===== config.mk =====
export PLATFORM = sky130hd
export DESIGN_NAME = esc_telemetry_frame_decoder
export DESIGN_NICKNAME = d
export VERILOG_FILES = /design/src/rtl/core/etfd_pkg.sv /design/src/rtl/core/esc_telemetry_frame_decoder.sv /design/src/rtl/core/etfd_crc8.sv /design/src/rtl/core/etfd_frame_asm.sv
export SDC_FILE = /design/constraint.sdc
export NUM_CORES = 1
export LEC_CHECK = 0
export ABC_AREA = 0
export BUFFER_PORTS_ARGS = -buffer_cell sky130_fd_sc_hd__buf_2
export CAP_MARGIN = 25
export CORE_ASPECT_RATIO = 2
export CORE_MARGIN = 2
export CORE_UTILIZATION = 56
export CTS_CLUSTER_DIAMETER = 60
export DETAILED_ROUTE_END_ITERATION = 6
export PLACE_DENSITY_LB_ADDON = 0.25
export SYNTH_ARGS = -nofsm -noshare
export SYNTH_HDL_FRONTEND = slang
export SYNTH_SLANG_ARGS = --single-unit

===== constraint.sdc =====
create_clock -name clock -period 4.68 [get_ports clock]
set_input_delay 0.468 -clock clock [delete_from_list [all_inputs] [get_ports clock]]
set_output_delay 0.468 -clock clock [all_outputs]
set_load 0.01 [all_outputs]

===== src/rtl/core/etfd_pkg.sv =====
package etfd_pkg;

   localparam int unsigned FRAME_BYTES = 10;
   localparam int unsigned PAYLOAD_LEN = FRAME_BYTES - 1;
   localparam int unsigned POS_W       = 4;

   localparam logic [POS_W-1:0] POS_IDLE    = POS_W'(FRAME_BYTES);
   localparam logic [POS_W-1:0] POS_CRC     = POS_W'(PAYLOAD_LEN);
   localparam logic [7:0]       CRC_POLY    = 8'h07;
   localparam logic [7:0]       CRC_INIT    = 8'h00;

   typedef struct packed {
      logic        valid;
      logic [7:0]  temperature_deg;
      logic [15:0] voltage_centivolts;
      logic [15:0] current_centiamps;
      logic [15:0] consumption_mah;
      logic [15:0] rpm_hundreds;
   } result_type;

endpackage


===== src/rtl/core/esc_telemetry_frame_decoder.sv =====
// Telemetry frame decoder for a serial ESC link.
// Request channel: one received byte per request (req_rx_byte) with
// req_frame_start marking the first byte after a line-idle gap. A start
// byte always restarts the frame. Ten bytes form a frame: nine payload
// bytes and a CRC-8 (poly 0x07, init 0) byte. A good frame produces one
// response with temperature from one byte, and voltage, current,
// consumption and rpm from big-endian pairs; a bad frame produces nothing.
// Throughput: one request per cycle while req_stall is low, set by the
// per-byte CRC update. A response appears on rsp_* once the request
// carrying the CRC byte has passed the request register and then the
// response register. Bytes that complete no frame produce no response.
// Stall: while rsp_stall holds a waiting response, the held request byte
// waits too, and req_stall rises once the request register is occupied.
// Reset: synchronous, active high; the block goes idle and ignores bytes
// until the next start byte. Response payload holds while stalled.
module esc_telemetry_frame_decoder (
   input  logic        clock,
   input  logic        reset,
   input  logic        req_valid,
   output logic        req_stall,
   input  logic [7:0]  req_rx_byte,
   input  logic        req_frame_start,
   output logic        rsp_valid,
   input  logic        rsp_stall,
   output logic [7:0]  rsp_temperature_deg,
   output logic [15:0] rsp_voltage_centivolts,
   output logic [15:0] rsp_current_centiamps,
   output logic [15:0] rsp_consumption_mah,
   output logic [15:0] rsp_rpm_hundreds
);

   logic                 in_vld_ff;
   logic                 in_vld_in;
   logic [7:0]           in_byte_ff;
   logic                 in_start_ff;
   logic                 out_vld_ff;
   logic                 out_vld_in;
   logic                 out_free;
   logic                 advance;
   logic                 req_take;
   etfd_pkg::result_type result;
   etfd_pkg::result_type out_ff;

   assign out_free  = !out_vld_ff || !rsp_stall;
   assign advance   = in_vld_ff && out_free;
   assign req_stall = in_vld_ff && !out_free;
   assign req_take  = req_valid && !req_stall;
   assign in_vld_in = req_take || (in_vld_ff && !advance);
   assign out_vld_in = advance ? result.valid : (out_vld_ff && rsp_stall);

   etfd_frame_asm u_frame_asm (
      .clock       (clock),
      .reset       (reset),
      .step        (advance),
      .rx_byte     (in_byte_ff),
      .frame_start (in_start_ff),
      .result      (result)
   );

   always_ff @(posedge clock) begin
      if (reset) begin
         in_vld_ff  <= 1'b0;
         out_vld_ff <= 1'b0;
      end else begin
         in_vld_ff  <= in_vld_in;
         out_vld_ff <= out_vld_in;
      end
   end

   always_ff @(posedge clock) begin
      if (req_take) begin
         in_byte_ff  <= req_rx_byte;
         in_start_ff <= req_frame_start;
      end
      if (advance && result.valid) begin
         out_ff <= result;
      end
   end

   assign rsp_valid              = out_vld_ff;
   assign rsp_temperature_deg    = out_ff.temperature_deg;
   assign rsp_voltage_centivolts = out_ff.voltage_centivolts;
   assign rsp_current_centiamps  = out_ff.current_centiamps;
   assign rsp_consumption_mah    = out_ff.consumption_mah;
   assign rsp_rpm_hundreds       = out_ff.rpm_hundreds;

`ifndef SYNTHESIS
   a_stall_only_when_full: assert property (@(posedge clock) disable iff (reset)
      req_stall |-> in_vld_ff && out_vld_ff)
      else $error("request stalled with free path");

   a_no_overwrite: assert property (@(posedge clock) disable iff (reset)
      out_vld_ff && rsp_stall |=> out_vld_ff && $stable(out_ff))
      else $error("waiting response overwritten");

   a_result_from_advance: assert property (@(posedge clock) disable iff (reset)
      $rose(out_vld_ff) |-> $past(advance) && $past(result.valid))
      else $error("response without processed check byte");
`endif

endmodule


===== src/rtl/core/etfd_crc8.sv =====
module etfd_crc8 (
   input  logic [7:0] crc,
   input  logic [7:0] data,
   output logic [7:0] crc_next
);

   always_comb begin
      logic [7:0] v;
      v = crc ^ data;
      for (int k = 0; k < 8; k++) begin
         if (v[7]) begin
            v = {v[6:0], 1'b0} ^ etfd_pkg::CRC_POLY;
         end else begin
            v = {v[6:0], 1'b0};
         end
      end
      crc_next = v;
   end

endmodule


===== src/rtl/core/etfd_frame_asm.sv =====
module etfd_frame_asm (
   input  logic                       clock,
   input  logic                       reset,
   input  logic                       step,
   input  logic [7:0]                 rx_byte,
   input  logic                       frame_start,
   output etfd_pkg::result_type       result
);

   logic [etfd_pkg::POS_W-1:0] pos_ff;
   logic [etfd_pkg::POS_W-1:0] pos_in;
   logic [etfd_pkg::POS_W-1:0] pos_eff;
   logic [7:0]                 crc_ff;
   logic [7:0]                 crc_in;
   logic [7:0]                 crc_eff;
   logic [7:0]                 crc_next;
   logic [7:0]                 frame_ff [etfd_pkg::PAYLOAD_LEN];
   logic                       in_payload;
   logic                       at_crc;

   assign pos_eff    = frame_start ? '0 : pos_ff;
   assign crc_eff    = frame_start ? etfd_pkg::CRC_INIT : crc_ff;
   assign in_payload = pos_eff < etfd_pkg::POS_CRC;
   assign at_crc     = pos_eff == etfd_pkg::POS_CRC;

   etfd_crc8 u_crc8 (
      .crc      (crc_eff),
      .data     (rx_byte),
      .crc_next (crc_next)
   );

   always_comb begin
      pos_in = pos_ff;
      crc_in = crc_ff;
      if (step) begin
         if (in_payload) begin
            pos_in = etfd_pkg::POS_W'(pos_eff + 1'b1);
            crc_in = crc_next;
         end else if (at_crc) begin
            pos_in = etfd_pkg::POS_IDLE;
         end
      end
   end

   always_ff @(posedge clock) begin
      if (reset) begin
         pos_ff <= etfd_pkg::POS_IDLE;
         crc_ff <= etfd_pkg::CRC_INIT;
      end else begin
         pos_ff <= pos_in;
         crc_ff <= crc_in;
      end
   end

   for (genvar i = 0; i < etfd_pkg::PAYLOAD_LEN; i++) begin : g_store
      always_ff @(posedge clock) begin
         if (step && pos_eff == etfd_pkg::POS_W'(i)) begin
            frame_ff[i] <= rx_byte;
         end
      end
   end

   always_comb begin
      result.valid              = step && at_crc && (rx_byte == crc_eff);
      result.temperature_deg    = frame_ff[0];
      result.voltage_centivolts = {frame_ff[1], frame_ff[2]};
      result.current_centiamps  = {frame_ff[3], frame_ff[4]};
      result.consumption_mah    = {frame_ff[5], frame_ff[6]};
      result.rpm_hundreds       = {frame_ff[7], frame_ff[8]};
   end

`ifndef SYNTHESIS
   a_pos_range: assert property (@(posedge clock) disable iff (reset)
      pos_ff <= etfd_pkg::POS_IDLE)
      else $error("frame position out of range");

   a_idle_after_crc: assert property (@(posedge clock) disable iff (reset)
      step && at_crc |=> pos_ff == etfd_pkg::POS_IDLE)
      else $error("not idle after check byte");

   a_crc_restart: assert property (@(posedge clock) disable iff (reset)
      step && frame_start |=> pos_ff == etfd_pkg::POS_W'(1) && crc_ff == $past(crc_next))
      else $error("start byte did not restart frame");
`endif

endmodule

==> results_dict.tcl, run 1 <==
set metrics [dict create \
    crit_path_end_kind "flip-flop" \
    ctsLongestPathBuffers 2 \
    ys_types 38 \
    drc 0 \
    total_power_mw 3.19 \
    root_buffer "clkbuf_16" \
    fin_worst_skew_ps 13.3 \
    setup_viol 0 \
    crit_arrival_ps 3200 \
    die_area_um2 11100 \
    fin_tns_setup_ps 0 \
    dieHeight_um 147 \
    routedWlPerCell_um 17.3 \
    fp.dieW_um 75.6 \
    crit_type "reg2reg" \
    core_um2 10100 \
    first_iter_violations 152 \
    hpwl_mm 6.44 \
    synth_area_per_cell_um2 19.9 \
    hold_slack_ps 233 \
    synth_top_area_cell "edfxtp_1" \
    rsz0062_at_grt "false" \
    final_hold_viol_count 0 \
    grt_use_total 0.187 \
    max_slew_margin 0.410 \
    final.period_utilization 0.663 \
    cts_tree "done" \
    overflow 0 \
    maxCapViolCount 0 \
    area_growth_pct 20.7 \
    synth_top_cell_area_share 0.800 \
    cts_setup_buffers 0 \
    ios 87 \
    port_buffers 86 \
    required_ps 4780 \
    synth_area_leaders "edfxtp_1, dfxtp_1, xnor2_1" \
    maxSlewViolCount 0 \
    ir_drop_v 0.000279 \
    viasPerCell 5.07 \
    wirelength_mm 9.35 \
    critPathLaunchType "flip-flop" \
    initial_utilization 0.569 \
    dr.pass1.iters 4 \
    path_max_fanout 46 \
    grt_pass1_vias 2694 \
    ys.flop_type "edfxtp_1" \
    grt_pass1_wl_mm 14.3 \
    fmax_mhz 322 \
    cts_buffers 17 \
    period_minus_slack_ps 3100 \
    hp-class "in2reg" \
    clock_latency_ps 410 \
    ys_seq_area_frac 0.849 \
    htreeDepth 4 \
    routabilityCongestion 0.826 \
    synth_fp_nets 308 \
    synth_area_um2 5740 \
    postCtsHoldBufs 0 \
    vias 2733 \
    syn_inst 288 \
    worstMarginPinSlew_ps 884 \
    ys_ff_latch 167 \
    outcome "complete, no violations" \
    leakage_nw 2.47 \
    antenna_found_initial 0 \
    nets 411 \
    n_antenna_cell 0 \
    yosys_warnings 0 \
    num_rows 52 \
    postRouteAntennaNets 0 \
    synth_edf_count 153 \
    synthArstFlopShare 0 \
    cts_resized 0 \
    grt_start_max_net_pins 47 \
    p_per_area_nw_per_um2 461 \
    drive_above_1_share 0.312 \
    path_clk_slew_ps 60 \
    cts.sinks 167 \
]
report_power, final:
group / internal, mW / leakage (nW) / switching (mW)
Sequential: 1.65 / 1.50 / 0.0374
Clock: 0.865 / 0.293 / 0.502
Combinational: 0.0674 / 0.682 / 0.0715
Total: 2.58 / 2.47 / 0.611
kinds of logic (layout without fill, tap and decap cells):
group | Yosys count | count (layout) | synth area share
flip-flops | 167 | 167 | 0.849
AND/OR/NAND/NOR | 59 | 59 | 0.0562
AO/OA/AOI/OAI | 25 | 25 | 0.0272
XOR/XNOR | 21 | 21 | 0.0438
adder cells (fa/ha/maj) | 7 | 7 | 0.0153
buffers and inverters | 7 | 123 | 0.00501
multiplexers | 2 | 2 | 0.00349
routing by layer:
layer / share of wire / global-route usage / vias to the layer above
met5: 0 / 0 / -
met4: 0.011 / 0.0912 / 0
met3: 0.041 / 0.0460 / 10
met2: 0.60 / 0.331 / 115
met1: 0.35 / 0.197 / 1322
li1: - / - / 1286
critical path, stage by stage, from the launching register on:
cell,delay (ps)
edfxtp_1,690
and2b_1,280
xnor2_2,230
ha_1,200
nand4_1,90
nor2_1,120
nand3_1,130
inv_2,680
buf_4,360
registers in the layout (all words and copies together) (netlist names):
signal,flops
u_frame_asm.frame_ff,72
in_vld_ff,1
in_byte_ff,8
rsp_rpm_hundreds,16
rsp_temperature_deg,8
in_start_ff,1
rsp_valid,1
u_frame_asm.pos_ff,4
rsp_consumption_mah,16
rsp_current_centiamps,16
u_frame_asm.crc_ff,8
rsp_voltage_centivolts,16
final cells by class:
type,count,area [µm²]
clock buffer,23,468
clock inverter,9,126
fill,648,3150
inverter,3,11.3
multi-input combinational,114,838
sequential,167,4870
tap,135,169
timing repair buffer,88,445
cells in the mapped netlist (3+ instances only):
master and number:
a21oi_1 8, nand3_1 4, inv_1 3, nor3_1 4
ha_1 7, nor2_1 9, dfxtp_1 14, nand2_1 11
nor2b_1 4, xnor2_1 13, nand2b_1 5, edfxtp_1 153
xnor2_2 4, and2_1 9, o21ai_0 4, nand3b_1 3
final timing paths:
check | from | end | slack, ps | cells after the start
worst max-delay path | in_start_ff$_DFFE_PP_ | rsp_rpm_hundreds[9]$_DFFE_PP_ | 1580 | 8
worst min-delay path | req_rx_byte[1] | in_byte_ff[1]$_DFFE_PP_ | 230 | 1
worst max register to register | in_start_ff$_DFFE_PP_ | rsp_rpm_hundreds[9]$_DFFE_PP_ | 1580 | 8
worst min register to register | u_frame_asm.frame_ff[0][21]$_DFFE_PP_ | rsp_voltage_centivolts[5]$_DFFE_PP_ | 400 | 0
layout by cell type (no fill, tap or decap), types with 5 or more instances in the layout:
master | netlist | layout
nand2_1 | 11 | 11
a21oi_1 | 8 | 8
buf_2 | 2 | 86
clkbuf_16 | 0 | 17
dfxtp_1 | 14 | 14
ha_1 | 7 | 7
and2_1 | 9 | 9
nand2b_1 | 5 | 5
xnor2_1 | 13 | 13
edfxtp_1 | 153 | 153
nor2_1 | 9 | 9
per-stage QoR:
stage,setup WS [ps],util,instances,cell area (µm²)
after global routing,1310,0.687,539,6930
after detailed placement,1560,0.629,507,6340
after CTS,1550,0.687,539,6930
after global placement,1660,0.629,507,6340
final,1580,0.687,539,6930
after floorplan,1440,-,288,5740
Power figures use the tool's default switching activity.
==> run 2, diff against run 1 <==
--- a/config.mk
+++ b/config.mk
@@ -10,7 +10,7 @@
 export CAP_MARGIN = 25
 export CORE_ASPECT_RATIO = 2
 export CORE_MARGIN = 2
-export CORE_UTILIZATION = 56
+export CORE_UTILIZATION = 50
 export CTS_CLUSTER_DIAMETER = 60
 export DETAILED_ROUTE_END_ITERATION = 6
 export PLACE_DENSITY_LB_ADDON = 0.25
==> constraint.sdc (replaced) <==
create_clock -name clock -period 2.6 [get_ports clock]
set_input_delay 0.26 -clock clock [delete_from_list [all_inputs] [get_ports clock]]
set_output_delay 0.26 -clock clock [all_outputs]
set_load 0.01 [all_outputs]
==> run 2 against run 1 <==
Net effect: power grew 85%; combinational power grew 130%; largest cell class unchanged; count of clock-buffer cells in the layout shrank 6; via count grew 4.5%; design area grew 3.4%; hold slack lost 210 ps; utilization shrank 5.2 points; register-to-register slack lost 1400 ps; setup slack lost 1400 ps.
==> results_dict.tcl, run 2 (synthesized netlist as in run 1, its figures left out) <==
set metrics [dict create \
    postRouteAntennaNets 0 \
    path_cells "and2b_2 > xnor2_4 > ha_2 > nand4_1 > nor2_1 > nand3_1 > clkinvlp_4 > buf_12" \
    cp_top_family "simple AND/OR/NAND/NOR gates" \
    critPathLaunchType "flip-flop" \
    grt_pass1_wl_mm 15.6 \
    max_slew_margin 0.577 \
    largest_reg_flops 72 \
    fin_worst_skew_ps 7.79 \
    holdCritStartpoint "req_rx_byte[1]" \
    core_um2 11300 \
    root_buffer "clkbuf_16" \
    p_per_area_nw_per_um2 822 \
    slowest_delay_ps 560 \
    maxSlewViolCount 0 \
    ctsLongestPathBuffers 2 \
    hold_depth 1 \
    port_buffers 86 \
    cts_buffers 17 \
    dr.pass1.iters 4 \
    viasPerCell 5.05 \
    critPathSlowestCell "edfxtp_1" \
    hpwl_mm 6.73 \
    maxCapViolCount 0 \
    die_area_um2 12400 \
    r2r_start "in_start_ff$_DFFE_PP_" \
    fin_tns_setup_ps 0 \
    ir_drop_v 0.000536 \
    worstMarginPinSlew_ps 634 \
    dieHeight_um 156 \
    fp.dieW_um 79.8 \
    htreeDepth 4 \
    hp-class "in2reg" \
    final_cell_mix "edfxtp_1, buf_2, clkbuf_16" \
    r2r_setup_slack_ps 220 \
    path_max_fanout 36 \
    path_buf_inv 2 \
    rsz0062_at_grt "false" \
    layout_commonest_cell "edfxtp_1" \
    hold_path_end "in_byte_ff[1]$_DFFE_PP_" \
    crit_path_end_kind "flip-flop" \
    crit_type "reg2reg" \
    routedWlPerCell_um 18.1 \
    path_clk_slew_ps 60 \
    grt_start_max_net_pins 37 \
    setup_viol 0 \
    final_hold_viol_count 0 \
    area_growth_pct 24.9 \
    antenna_found_initial 0 \
    worst-r2r-cell-count 8 \
    overflow 0 \
    crit_arrival_ps 2490 \
    total_power_mw 5.90 \
    cts.sinks 167 \
    routabilityCongestion 0.807 \
    drive_above_1_share 0.344 \
    finalNonFillerCells 566 \
    final.period_utilization 0.914 \
    placed_cells 525 \
    nets 431 \
    initial_utilization 0.509 \
    fmax_mhz 421 \
    required_ps 2710 \
    grt_pass1_vias 2932 \
    clock_latency_ps 420 \
    leakage_nw 2.56 \
    grt_use_total 0.180 \
    drc 0 \
    n_antenna_cell 0 \
    first_iter_violations 164 \
    period_minus_slack_ps 2380 \
    reg2reg_to "rsp_rpm_hundreds[11]$_DFFE_PP_" \
    num_rows 55 \
    hold_slack_ps 19.3 \
    vias 2857 \
    cts_tree "done" \
    ios 87 \
    outcome "complete, no violations" \
    top_register "u_frame_asm.frame_ff" \
    wirelength_mm 10.2 \
]
[run 2: cell count changes in the layout (fill, tap and decap cells not counted), moves of 2 or more]
cell           change
ha_2               +2
buf_4             +10
clkinv_2           -2
ha_1               -2
clkbuf_1           -4
clkinvlp_4         +3
dlygate4sd3_1      +8
inv_8              +3
buf_12             +2
clkbuf_8           -2
inv_6              +3
[run 2: per-stage QoR]
step	instance area (µm²)	worst slack, ps	utilization
finish	7170	222	0.635
CTS	7150	181	0.634
global placement	6460	236	0.573
detailed placement	6460	218	0.573
floorplan	5760	-159	-
global route	7170	34.9	0.635
[run 2: final cells by class]
cell class / count / area, µm²
Sequential cell: 167 / 4870
Fill cell: 807 / 4120
Multi-Input combinational cell: 114 / 846
Timing Repair Buffer: 108 / 641
Clock buffer: 17 / 425
Clock inverter: 15 / 191
Tap cell: 142 / 178
Inverter: 3 / 15.0
[run 2: per-layer routing]
| layer | vias to the layer above | wire length (µm) | GRT usage |
|---|---|---|---|
| met5 | - | 0 | 0 |
| met4 | 0 | 361 | 0.115 |
| met3 | 22 | 415 | 0.0457 |
| met2 | 104 | 5930 | 0.322 |
| met1 | 1403 | 3540 | 0.178 |
| li1 | 1328 | - | - |
[run 2: worst max path at each step]
| stage | from | endpoint | slack [ps] | cells past startpoint |
|---|---|---|---|---|
| after floorplan | in_start_ff$_DFFE_PP_ | rsp_consumption_mah[0]$_DFFE_PP_ | -160 | 7 |
| after global routing | in_start_ff$_DFFE_PP_ | rsp_rpm_hundreds[11]$_DFFE_PP_ | 30 | 8 |
| after global placement | in_start_ff$_DFFE_PP_ | rsp_consumption_mah[14]$_DFFE_PP_ | 240 | 8 |
| final | in_start_ff$_DFFE_PP_ | rsp_rpm_hundreds[11]$_DFFE_PP_ | 220 | 8 |
| after detailed placement | in_start_ff$_DFFE_PP_ | rsp_consumption_mah[15]$_DFFE_PP_ | 220 | 8 |
| after CTS | in_start_ff$_DFFE_PP_ | rsp_rpm_hundreds[4]$_DFFE_PP_ | 180 | 8 |
[run 2: power breakdown]
group	leakage, nW	switching [mW]	internal [mW]	total, mW
clock network	0.298	1.03	1.54	2.57
registers	1.50	0.0409	2.97	3.01
logic	0.768	0.172	0.148	0.319
[run 2: timing repair]
action,in CTS,in global routing
endpoints found under the setup margin,0,13
resized for setup,0,1
setup buffers,0,1
endpoints found under the hold margin,7,1
hold buffers,7,1
